[src/hw/rtl/plse_pkg.sv]
// plse_pkg: shared constants, control structs and helpers for the
// parallel led strip bit encoder; no dependencies
package plse_pkg;

    localparam int NUM_SLOTS    = 24;
    localparam int SLOT_W       = $clog2(NUM_SLOTS);
    localparam int COL_W        = 24;
    localparam int PIN_W        = 16;
    localparam int LEN_W        = 9;
    localparam int POS_W        = LEN_W;
    localparam int CHAINS_MAX   = 4;
    localparam int CHAINS_DEF   = 4;
    localparam int IDX_W        = 4;
    localparam int CFG_W        = 16;

    localparam int unsigned LEN_MAX = 256;

    // register map
    localparam logic [IDX_W-1:0] REG_PINS_BASE = IDX_W'(0);
    localparam logic [IDX_W-1:0] REG_LEN_BASE  = IDX_W'(4);
    localparam logic [IDX_W-1:0] REG_END       = IDX_W'(8);

    localparam logic [SLOT_W-1:0] SLOT_LAST = SLOT_W'(NUM_SLOTS - 1);

    // sequencer to cell row
    typedef struct packed {
        logic             load;
        logic             shift;
        logic [POS_W-1:0] pos;
    } t_cell_ctl;

    // sequencer to output register
    typedef struct packed {
        logic emit;
        logic last_led;
        logic last_frame;
    } t_word_ctl;

    function automatic logic [LEN_W-1:0] sat_len(input logic [LEN_W-1:0] v);
        logic [LEN_W-1:0] r;
        if (32'(v) > LEN_MAX) begin
            r = LEN_W'(LEN_MAX);
        end else begin
            r = v;
        end
        return r;
    endfunction

endpackage

[src/hw/rtl/plse_if.sv]
// plse_if: valid/ready channel interfaces for led positions, result words
// and register writes; depends on plse_pkg
interface plse_pix_if
    import plse_pkg::*;
();
    logic             valid;
    logic             ready;
    logic [COL_W-1:0] colour_a;
    logic [COL_W-1:0] colour_b;
    logic [COL_W-1:0] colour_c;
    logic [COL_W-1:0] colour_d;

    modport source (output valid, colour_a, colour_b, colour_c, colour_d, input ready);
    modport sink   (input valid, colour_a, colour_b, colour_c, colour_d, output ready);
endinterface

interface plse_word_if
    import plse_pkg::*;
();
    logic             valid;
    logic             ready;
    logic [PIN_W-1:0] low_early_mask;
    logic             last_of_led;
    logic             last_of_frame;

    modport source (output valid, low_early_mask, last_of_led, last_of_frame, input ready);
    modport sink   (input valid, low_early_mask, last_of_led, last_of_frame, output ready);
endinterface

interface plse_cfg_if
    import plse_pkg::*;
();
    logic             valid;
    logic             ready;
    logic [IDX_W-1:0] index;
    logic [CFG_W-1:0] data;

    modport source (output valid, index, data, input ready);
    modport sink   (input valid, index, data, output ready);
endinterface

[src/hw/rtl/plse_cell.sv]
// plse_cell: one chain of the row; shifts its colour out msb first and, on a zero
// bit or past its end, ors its pin mask into the row's word; depends on plse_pkg
module plse_cell
    import plse_pkg::*;
(
    input  logic             i_clk,
    input  logic [COL_W-1:0] i_colour,
    input  logic [PIN_W-1:0] i_pins,
    input  logic [LEN_W-1:0] i_len,
    input  t_cell_ctl        i_ctl,
    input  logic [PIN_W-1:0] i_mask,
    output logic [PIN_W-1:0] o_mask
);

    logic [COL_W-1:0] r_colour;
    logic             r_past;

    always_ff @(posedge i_clk) begin
        if (i_ctl.load) begin
            r_colour <= i_colour;
            r_past   <= (i_ctl.pos >= i_len);
        end else if (i_ctl.shift) begin
            r_colour <= {r_colour[COL_W-2:0], 1'b0};
        end
    end

    // chain past its end drives low for the whole led
    assign o_mask = (r_past || !r_colour[COL_W-1]) ? (i_mask | i_pins) : i_mask;

endmodule

[src/hw/rtl/plse_seq.sv]
// plse_seq: bit slot counter, led position and input handshake for the
// cell row; depends on plse_pkg
module plse_seq
    import plse_pkg::*;
(
    input  logic             i_clk,
    input  logic             i_rst_n,
    input  logic             i_in_valid,
    input  logic             i_out_free,
    input  logic [LEN_W-1:0] i_frame_len,
    output logic             o_in_ready,
    output t_cell_ctl        o_ctl,
    output t_word_ctl        o_word
);

    logic              r_busy, n_busy;
    logic [SLOT_W-1:0] r_slot, n_slot;
    logic [POS_W-1:0]  r_pos, n_pos;
    logic              r_frame_end, n_frame_end;

    logic             adv, last, accept, start, frame_end;
    logic [POS_W-1:0] pos_eff;
    logic [POS_W:0]   pos_inc;

    always_ff @(posedge i_clk) begin
        if (!i_rst_n) begin
            r_busy      <= 1'b0;
            r_slot      <= '0;
            r_pos       <= '0;
            r_frame_end <= 1'b0;
        end else begin
            r_busy      <= n_busy;
            r_slot      <= n_slot;
            r_pos       <= n_pos;
            r_frame_end <= n_frame_end;
        end
    end

    always_comb begin
        adv        = r_busy && i_out_free;
        last       = (r_slot == SLOT_LAST);
        o_in_ready = !r_busy || (adv && last);
        accept     = i_in_valid && o_in_ready;
        start      = accept && (i_frame_len != '0);
        // lengths lowered mid-frame restart the position
        pos_eff    = (r_pos >= i_frame_len) ? '0 : r_pos;
        pos_inc    = {1'b0, pos_eff} + (POS_W+1)'(1);
        frame_end  = (pos_inc == {1'b0, i_frame_len});

        n_busy      = r_busy;
        n_slot      = r_slot;
        n_pos       = r_pos;
        n_frame_end = r_frame_end;

        if (accept) begin
            if (i_frame_len == '0) begin
                n_pos = '0;
            end else if (frame_end) begin
                n_pos = '0;
            end else begin
                n_pos = pos_inc[POS_W-1:0];
            end
        end

        if (start) begin
            n_busy      = 1'b1;
            n_slot      = '0;
            n_frame_end = frame_end;
        end else if (adv) begin
            if (last) begin
                n_busy = 1'b0;
            end else begin
                n_slot = r_slot + SLOT_W'(1);
            end
        end

        o_ctl.load        = start;
        o_ctl.shift       = adv;
        o_ctl.pos         = pos_eff;
        o_word.emit       = adv;
        o_word.last_led   = last;
        o_word.last_frame = last && r_frame_end;
    end

    a_start_loads: assert property (@(posedge i_clk) disable iff (!i_rst_n)
        start |=> (r_busy && r_slot == '0))
        else $error("led start did not load slot counter");

    a_stall_holds: assert property (@(posedge i_clk) disable iff (!i_rst_n)
        (r_busy && !i_out_free) |=> (r_busy && $stable(r_slot)))
        else $error("slot moved while output stalled");

    a_slot_range: assert property (@(posedge i_clk) disable iff (!i_rst_n)
        r_busy |-> (r_slot <= SLOT_LAST))
        else $error("slot counter out of range");

    a_empty_frame: assert property (@(posedge i_clk) disable iff (!i_rst_n)
        (accept && i_frame_len == '0) |=> (r_pos == '0))
        else $error("empty frame did not clear position");

    a_no_ready_mid_led: assert property (@(posedge i_clk) disable iff (!i_rst_n)
        (r_busy && !last) |-> !o_in_ready)
        else $error("input taken in the middle of an led");

endmodule

[src/hw/rtl/parallel_led_strip_bit_encoder_top.sv]
// parallel_led_strip_bit_encoder_top: register file, cell row, sequencer and
// output register; depends on plse_pkg, plse_if, plse_cell, plse_seq
//
//  channel  dir  payload                                       transaction
//  i_pix    in   colour_a..colour_d, 24 bits each              one led position
//  o_word   out  low_early_mask, last_of_led, last_of_frame    one bit slot word
//  i_cfg    in   index (4 bits), data (16 bits)                one register write
//
// each led position gives one word per bit slot from the slot counter, one word a cycle unless o_word stalls
// the next position is taken in the cycle of the last word
// a taken position loads the cells, and its first word then goes to the output register;
// a position with all lengths zero is taken without starting the slot counter and gives no words
// a stalled o_word holds the word and freezes the slot counter
// reset is synchronous and clears registers, position and handshake state
module parallel_led_strip_bit_encoder_top
    import plse_pkg::*;
#(
    parameter int CHAINS = CHAINS_DEF
) (
    input  logic          i_clk,
    input  logic          i_rst_n,
    plse_pix_if.sink      i_pix,
    plse_word_if.source   o_word,
    plse_cfg_if.sink      i_cfg
);

    logic [PIN_W-1:0] r_pins [CHAINS_MAX];
    logic [LEN_W-1:0] r_len  [CHAINS_MAX];

    logic             r_out_valid;
    logic [PIN_W-1:0] r_mask;
    logic             r_last_led;
    logic             r_last_frame;

    logic [COL_W-1:0] w_colour [CHAINS_MAX];
    logic [PIN_W-1:0] w_mask   [CHAINS+1];
    logic [LEN_W-1:0] frame_len;
    logic             out_free;
    t_cell_ctl        cell_ctl;
    t_word_ctl        word_ctl;

    assign i_cfg.ready = 1'b1;

    always_ff @(posedge i_clk) begin
        if (!i_rst_n) begin
            for (int c = 0; c < CHAINS_MAX; c++) begin
                r_pins[c] <= '0;
                r_len[c]  <= '0;
            end
        end else if (i_cfg.valid) begin
            if (i_cfg.index < REG_LEN_BASE) begin
                r_pins[i_cfg.index[1:0]] <= i_cfg.data;
            end else if (i_cfg.index < REG_END) begin
                r_len[i_cfg.index[1:0]] <= sat_len(i_cfg.data[LEN_W-1:0]);
            end
        end
    end

    // frame is as long as the longest active chain
    always_comb begin
        frame_len = '0;
        for (int c = 0; c < CHAINS; c++) begin
            if (r_len[c] > frame_len) begin
                frame_len = r_len[c];
            end
        end
    end

    assign w_colour[0] = i_pix.colour_a;
    assign w_colour[1] = i_pix.colour_b;
    assign w_colour[2] = i_pix.colour_c;
    assign w_colour[3] = i_pix.colour_d;

    assign out_free = !r_out_valid || o_word.ready;

    plse_seq u_seq (
        .i_clk       (i_clk),
        .i_rst_n     (i_rst_n),
        .i_in_valid  (i_pix.valid),
        .i_out_free  (out_free),
        .i_frame_len (frame_len),
        .o_in_ready  (i_pix.ready),
        .o_ctl       (cell_ctl),
        .o_word      (word_ctl)
    );

    assign w_mask[0] = '0;

    for (genvar g = 0; g < CHAINS; g++) begin : g_cell
        plse_cell u_cell (
            .i_clk    (i_clk),
            .i_colour (w_colour[g]),
            .i_pins   (r_pins[g]),
            .i_len    (r_len[g]),
            .i_ctl    (cell_ctl),
            .i_mask   (w_mask[g]),
            .o_mask   (w_mask[g+1])
        );
    end

    always_ff @(posedge i_clk) begin
        if (!i_rst_n) begin
            r_out_valid <= 1'b0;
        end else if (out_free) begin
            r_out_valid <= word_ctl.emit;
        end
    end

    always_ff @(posedge i_clk) begin
        if (out_free && word_ctl.emit) begin
            r_mask       <= w_mask[CHAINS];
            r_last_led   <= word_ctl.last_led;
            r_last_frame <= word_ctl.last_frame;
        end
    end

    assign o_word.valid          = r_out_valid;
    assign o_word.low_early_mask = r_mask;
    assign o_word.last_of_led    = r_last_led;
    assign o_word.last_of_frame  = r_last_frame;

endmodule

[src/flat_wrapper.sv]
// flat-port wrapper written by rule: the top's interface ports become plain ports
module parallel_led_strip_bit_encoder_top_flat import plse_pkg::*;
#(
    parameter int CHAINS = CHAINS_DEF
)
  (i_clk, i_rst_n, i_pix_valid, i_pix_colour_a, i_pix_colour_b, i_pix_colour_c, i_pix_colour_d, i_pix_ready, o_word_valid, o_word_low_early_mask, o_word_last_of_led, o_word_last_of_frame, o_word_ready, i_cfg_valid, i_cfg_index, i_cfg_data, i_cfg_ready);
  plse_pix_if i_pix_i ();
  plse_word_if o_word_i ();
  plse_cfg_if i_cfg_i ();
  input  logic i_clk;
  input  logic i_rst_n;
  input wire logic [$bits(i_pix_i.valid)-1:0] i_pix_valid;
  input wire logic [$bits(i_pix_i.colour_a)-1:0] i_pix_colour_a;
  input wire logic [$bits(i_pix_i.colour_b)-1:0] i_pix_colour_b;
  input wire logic [$bits(i_pix_i.colour_c)-1:0] i_pix_colour_c;
  input wire logic [$bits(i_pix_i.colour_d)-1:0] i_pix_colour_d;
  output wire logic [$bits(i_pix_i.ready)-1:0] i_pix_ready;
  output wire logic [$bits(o_word_i.valid)-1:0] o_word_valid;
  output wire logic [$bits(o_word_i.low_early_mask)-1:0] o_word_low_early_mask;
  output wire logic [$bits(o_word_i.last_of_led)-1:0] o_word_last_of_led;
  output wire logic [$bits(o_word_i.last_of_frame)-1:0] o_word_last_of_frame;
  input wire logic [$bits(o_word_i.ready)-1:0] o_word_ready;
  input wire logic [$bits(i_cfg_i.valid)-1:0] i_cfg_valid;
  input wire logic [$bits(i_cfg_i.index)-1:0] i_cfg_index;
  input wire logic [$bits(i_cfg_i.data)-1:0] i_cfg_data;
  output wire logic [$bits(i_cfg_i.ready)-1:0] i_cfg_ready;
  assign i_pix_i.valid = i_pix_valid;
  assign i_pix_i.colour_a = i_pix_colour_a;
  assign i_pix_i.colour_b = i_pix_colour_b;
  assign i_pix_i.colour_c = i_pix_colour_c;
  assign i_pix_i.colour_d = i_pix_colour_d;
  assign i_pix_ready = i_pix_i.ready;
  assign o_word_valid = o_word_i.valid;
  assign o_word_low_early_mask = o_word_i.low_early_mask;
  assign o_word_last_of_led = o_word_i.last_of_led;
  assign o_word_last_of_frame = o_word_i.last_of_frame;
  assign o_word_i.ready = o_word_ready;
  assign i_cfg_i.valid = i_cfg_valid;
  assign i_cfg_i.index = i_cfg_index;
  assign i_cfg_i.data = i_cfg_data;
  assign i_cfg_ready = i_cfg_i.ready;
  parallel_led_strip_bit_encoder_top #(.CHAINS(CHAINS)) u_core (.i_clk(i_clk), .i_rst_n(i_rst_n), .i_pix(i_pix_i), .o_word(o_word_i), .i_cfg(i_cfg_i));
endmodule
[config.mk]
export PLATFORM = sky130hd
export DESIGN_NAME = parallel_led_strip_bit_encoder_top_flat
export DESIGN_NICKNAME = d
export VERILOG_FILES = /design/src/hw/rtl/plse_pkg.sv /design/src/hw/rtl/plse_if.sv /design/src/hw/rtl/plse_cell.sv /design/src/hw/rtl/plse_seq.sv /design/src/hw/rtl/parallel_led_strip_bit_encoder_top.sv /design/src/flat_wrapper.sv
export SDC_FILE = /design/constraint.sdc
export NUM_CORES = 1
export LEC_CHECK = 0
export BUFFER_PORTS_ARGS = -buffer_cell sky130_fd_sc_hd__buf_2
export CAP_MARGIN = 20
export CORE_MARGIN = 2
export CORE_UTILIZATION = 47
export DETAILED_ROUTE_END_ITERATION = 10
export PLACE_DENSITY = 0.67
export SETUP_SLACK_MARGIN = 0.15
export SYNTH_ARGS = -nofsm -noshare
export SYNTH_HDL_FRONTEND = slang
export SYNTH_SLANG_ARGS = --single-unit
export TNS_END_PERCENT = 5
[constraint.sdc]
create_clock -name i_clk -period 11.15 [get_ports i_clk]
set_input_delay 0.5575 -clock i_clk [delete_from_list [all_inputs] [get_ports i_clk]]
set_output_delay 0.5575 -clock i_clk [all_outputs]
set_load 0.02 [all_outputs]
Yosys cells after proc, flatten, opt, wreduce, memory -nomap -nowiden
Memories as Yosys holds them, arrays and structs flattened.
Cells that the tools add are included.
{"block": "totals", "register_bits": 135, "latch_bits": 0, "ramBits": 100, "rom_bits": 0, "output_inout_bits": 21, "elab_cells": 109, "mem_count": 2}
{"block": "classes", "addsub": 2, "mul": 0, "n_div": 0, "order_cmp": 12, "eq_ne": 2, "shift": 0, "muxes": 43, "bitwise": 5, "n_reduce_logical": 27}
{"memory": "u_core.r_pins", "words": 4, "word_bits": 16, "read_ports": 4, "rd_ports_with_merged_regs": 0, "wr": 4, "line_no": "parallel_led_strip_bit_encoder_top.sv:27", "source": "logic [PIN_W-1:0] r_pins [CHAINS_MAX];"}
{"memory": "u_core.r_len", "words": 4, "word_bits": 9, "read_ports": 4, "rd_ports_with_merged_regs": 0, "wr": 4, "line_no": "parallel_led_strip_bit_encoder_top.sv:28", "source": "logic [LEN_W-1:0] r_len [CHAINS_MAX];"}
{"cell": "24-bit two-way mux", "count": 8}
{"cell": "9-bit two-way mux", "count": 13}
{"cell": "16-bit two-way mux", "count": 5}
{"cell": "16-bit bitwise OR", "count": 3}
{"cell": "9-bit >= comparator", "count": 5}
{"cell": "9-bit > comparator", "count": 3}
{"cell": "16-bit OR reduction", "count": 1}
{"cell": "1-bit two-way mux", "count": 15}
{"cell": "9-bit by 1-bit adder with 10-bit output (second input constant)", "count": 1}
{"cell": "10-bit by 9-bit equality test with 1-bit output", "count": 1}
{"cell": "9-bit by 1-bit > comparator with 1-bit output (second input constant)", "count": 1}
{"cell": "9-bit > comparator (second input constant)", "count": 1}
{"cell": "9-bit zero test", "count": 1}
{"cell": "9-bit nonzero test", "count": 1}
{"cell": "9-bit OR reduction", "count": 1}
{"cell": "1-bit logical AND", "count": 6}
{"cell": "1-bit zero test", "count": 6}
{"cell": "1-bit logical OR", "count": 6}
{"cell": "5-bit by 1-bit adder with 5-bit output (second input constant)", "count": 1}
{"cell": "5-bit equality test (second input constant)", "count": 1}
{"cell": "4-bit by 3-bit < comparator with 1-bit output (second input constant)", "count": 1}
{"cell": "4-bit < comparator (second input constant)", "count": 1}
{"cell": "2-bit two-way mux", "count": 2}
{"cell": "2-bit AND reduction", "count": 2}
{"cell": "3 further kinds", "count": 5}

Depth between registers and ports, before layout
An unclocked memory read counts as a cell.
{"block": "depth", "word_depth": 15, "ltp_mapped": 44, "ltp_nobuf": 40}

Hierarchy
From an unflattened synthesis, not the netlist that was laid out.
{"block": "hier_totals", "cells_unflattened": 997, "area_unflattened_um2": 12594.6}
{"mod": "plse_cell", "instances": 4, "cells_per_inst": 103, "area_per_inst_um2": 1427.6}
{"mod": "parallel_led_strip_bit_encoder_top", "instances": 1, "cells_per_inst": 404, "area_per_inst_um2": 5390.2}
{"mod": "plse_seq", "instances": 1, "cells_per_inst": 181, "area_per_inst_um2": 1493.9}

Worst setup path before layout
OpenSTA, ideal clock, no wires.
{"block": "synth_path", "path_type": "register to register", "from": "mem u_core.r_len[1][4]", "to": "reg u_core.u_seq.r_pos[7]", "setup_ps": 120, "t_arrival_ps": 8530, "t_required_ps": 11030, "slack_ps": 2500, "path_stages_with_launch": 42, "n_path_buf": 6, "synth_period_minus_slack_ps": 8650, "path_cell_list": "edfxtp_1 > ha_1 > nand3_1 > o21bai_1 > and3b_4 > or2_1 > buf_6 > o21ai_0 > inv_1 > ha_1 > nand4_1 > or3_1 > o21ai_0 > or2_1 > buf_2 > buf_1 > mux2i_1 > ha_1 > [... 6 more ...] > ha_1 > a21o_1 > a31oi_1 > o21ai_0 > a221oi_2 > clkbuf_1 > and2_1 > ha_1 > and3_1 > nand3_1 > xnor2_1 > nand2_1 > xnor2_1 > or4_4 > nor4_4 > buf_6 > nor3_1 > o31a_1"}
{"item": "from (decl)", "line_no": "parallel_led_strip_bit_encoder_top.sv:28"}
{"item": "to (signal assigned)", "line_no": "plse_seq.sv:34", "source": "r_pos <= n_pos;"}
{"item": "to (decl)", "line_no": "plse_seq.sv:18", "source": "logic [POS_W-1:0] r_pos, n_pos;"}

==> impl_metrics.toml <==
[run_status]
outcome = "completed"

[worst_setup_path]
r2r_cells = 38
max_stage_delay_ns = 0.55
worstSetupStartpointType = "flop"
crit_top_cell = "ha_1"
arrival_ns = 10.27
crit_fanout = 19
critical_path_required_ns = 11.55
path_buf_inv = 2
cp_slowest_cell = "or2_1"
critPathCaptureType = "flop"
critPathKind = "reg2reg"
cp.depth = 38
r2r-end = "u_core.u_seq.r_pos[6]$_SDFFE_PN0P_"
setup.reg_to_reg.worst_slack_ns = 1.29
r2r-start = "u_core.r_len[1][8]$_SDFFCE_PN0P_"
critical_path.top_delay_family = "simple AND/OR/NAND/NOR gates"

[route]
firstDrtPassIters = 5
wl_mm = 27.05
wire_per_inst_um = 18.76
route.detailed.drc = 0
route.vias.total = 7789
ant_nets = 0
viasPerCell = 5.402
drtIter0Drc = 527

[yosys]
synth_nets = 1151
synthArstFlopShare_pct = 0
yosysSeqAreaShare_pct = 57.48
synth-simple-area-share_pct = 13.15
synth_fa_ha_area_share_pct = 7.728
synth_top_cell_area_share_pct = 54.64
netlist_instances = 956
avgSynthCellArea_um2 = 12.53
yosys-top-cells-area = "edfxtp_1 (55%), mux2_2 (8.8%), ha_1 (7.7%)"
synth-seq-cells = 235
yosysTopAreaCell = "edfxtp_1"
synth_edf_count = 218
synth_compound_area_share_pct = 7.728
synth_flop_cell = "edfxtp_1"
synthXorXnorAreaFrac_pct = 1.170
synth_cell_types = 62
yosys-mux-area-fraction_pct = 9.419
synthesis.area_um2 = 11980
yosysWarnings = 0
synth_top_family_by_area = "simple AND/OR/NAND/NOR gates"

[pwr]
power_density_nw_per_um2 = 168.6
power_w = 0.002325
power_frac_seq_pct = 47.1
power_frac_clock_pct = 35.1
p_leak_nw = 5.635
ir_drop_mv = 0.1389
p_comb_share_pct = 17.7
switching_power_w = 0.0006017
swShare_pct = 25.88
p_int_w = 0.001723

[cells_and_area]
nets = 1290
stdcell_count = 1442
drive_gt1_share_pct = 26.06
design_area_um2 = 13790
area_growth_pct = 15.11

[place]
place_inst = 1397
gp_congestion = 0.9694
hpwlAfterDp_mm = 19.10
place_area_um2 = 12990
io_buffers = 140

[min_path]
hp-start = "i_pix_colour_b[0]"
hp-class = "in2reg"
whs_path_depth = 2
min_to = "u_core.g_cell[1].u_cell.r_colour[0]$_SDFFCE_PN0P_"

[global_route]
grt_pass1_vias = 7873
grt_max_degree = 69
antenna_found_initial = 0
overflow = 0
grt_first_pass_wirelength_mm = 41.98
grt_use_total_pct = 20.22

[sta]
max_freq_mhz = 101.4
finalSetupViolations = 0
grt_setup_unrepaired = "no"
tightestPinTransition_ns = 0.9037
skew_ns = 0.02268
setup-tns-final_ns = 0
finalWorstPathRequiredPeriod_ns = 9.864
slew_headroom_pct = 39.75
timing.final.max_slew_violations = 0
final_hold_viol_count = 0
fin_crit_sh_pct = 88.46

[clock_tree]
clkTransAtPathRegs_ns = 0.06
postCtsSetupBuffers = 0
cts.repair.resized = 0
hold_buffers = 0
cts-buffers-inserted = 26
clock-sinks = 235
insertion_delay_ns = 0.53
tritoncts = "built"
cts_root_buffer = "clkbuf_16"
h-tree-depth = 1
clockBufferDepth = 3

[run]
cap_violations = 0

[die]
boundaryPins = 142
initial_core_util_pct = 47.72
die_area_um2 = 26790
chipHeight_um = 163.7
coreArea_um2 = 25110
rows = 58
die_w_um = 163.7
-- cells in the final DEF, fill, tap and decap left out, types with 3 or more instances in the layout --
master and count:
mux2_2 94, edfxtp_1 218, nand4b_1 3, or3_1 6, clkinv_1 4, nor2b_1 11
clkbuf_16 27, a22oi_1 32, xnor2_1 8, nand2_1 64, mux2i_1 7, dfxtp_1 17
o21ai_0 26, nor3_1 14, a21o_1 14, nand2b_1 23, ha_1 74, o211ai_1 3
xor2_1 8, buf_4 9, nor2_1 61, and2_1 74, diode_2 3, clkbuf_1 5
a211oi_1 4, nand4_1 5, buf_2 140, a21oi_1 24, nand3_1 16, o31ai_1 4
a211o_1 3, inv_1 53, and3_1 8, nor4_1 3
-- power groups by stage --
stage	Sequential, W	Combinational, W	Clock (W)
after floorplan	0.00111	0.000300	0
after global placement	0.00111	0.000409	0
after detailed placement	0.00111	0.000411	0
after CTS	0.00110	0.000414	0.000835
after global routing	0.00110	0.000459	0.000869
final	0.00110	0.000413	0.000816
-- synth_stat cells, types with 4 or more instances --
master      n
nor2_1     61
nand2_1    64
or3_1       6
buf_2      10
nand2b_1   24
a21o_1     14
inv_1      53
xor2_1      8
nor2b_1    12
a22oi_1    32
nand3_1    16
and3_1      8
mux2i_1     7
clkbuf_1   20
dfxtp_1    17
a211oi_1    4
o21ai_0    28
edfxtp_1  218
a21oi_1    24
ha_1       74
and2_1     74
nor3_1     14
o31ai_1     4
xnor2_1     8
nand4_1     5
mux2_2     94
-- logic make-up after synthesis --
family	Yosys count
buf+inv	93
xor+xnor	16
fa+ha+maj	74
other cells	1
flops	235
compound gates	135
mux	101
simple gates	301
-- per-stage QoR --
step | util, % | hold slack [ns] | setup slack (ns)
after global placement | 51.72 | 0.4669 | 1.582
after global routing | 54.90 | 0.2984 | 0.5415
after detailed placement | 51.72 | 0.4719 | 1.474
final | 54.93 | 0.3180 | 1.286
after CTS | 54.90 | 0.2919 | 1.450
after floorplan | - | 0.4273 | 2.500
-- area by class of cell --
class / count / area (µm²)
clock inverter: 10 / 103.9
tap: 330 / 412.9
fill: 2197 / 11320
multi-input combinational: 628 / 4710
timing repair buffer: 149 / 768.2
antenna: 3 / 7.507
clock buffer: 32 / 694.4
inverter: 55 / 209.0
sequential: 235 / 6887
-- routing by layer --
layer	track usage, %	wire (µm)	up-vias
li1	-	-	3777
met1	27.08	11940	3787
met2	34.05	13300	186
met3	3.174	1219	39
met4	5.981	598	0
met5	0	0	-
-- how the worst max path moves through the flow --
stage	startpoint	to
after global routing	u_core.r_len[1][8]$_SDFFCE_PN0P_	u_core.u_seq.r_pos[6]$_SDFFE_PN0P_
after floorplan	u_core.r_len[1][4]$_SDFFCE_PN0P_	u_core.u_seq.r_pos[7]$_SDFFE_PN0P_
after detailed placement	u_core.r_len[1][8]$_SDFFCE_PN0P_	u_core.u_seq.r_pos[6]$_SDFFE_PN0P_
final	u_core.r_len[1][8]$_SDFFCE_PN0P_	u_core.u_seq.r_pos[6]$_SDFFE_PN0P_
after global placement	u_core.r_len[1][6]$_SDFFCE_PN0P_	u_core.u_seq.r_pos[6]$_SDFFE_PN0P_
after CTS	u_core.r_len[1][8]$_SDFFCE_PN0P_	u_core.u_seq.r_pos[6]$_SDFFE_PN0P_
-- state kept, by name, indices dropped and copies added, names as in the netlist --
register and count:
u_core.g_cell.u_cell.r_colour 96, u_core.g_cell.u_cell.r_past 4, u_core.o_word.last_of_frame 1, u_core.o_word.last_of_led 1
u_core.o_word.low_early_mask 16, u_core.o_word.valid 1, u_core.r_len 36, u_core.r_pins 64
u_core.u_seq.r_busy 1, u_core.u_seq.r_frame_end 1, u_core.u_seq.r_pos 9, u_core.u_seq.r_slot 5
Note: power is estimated with default switching activity, not from simulation.
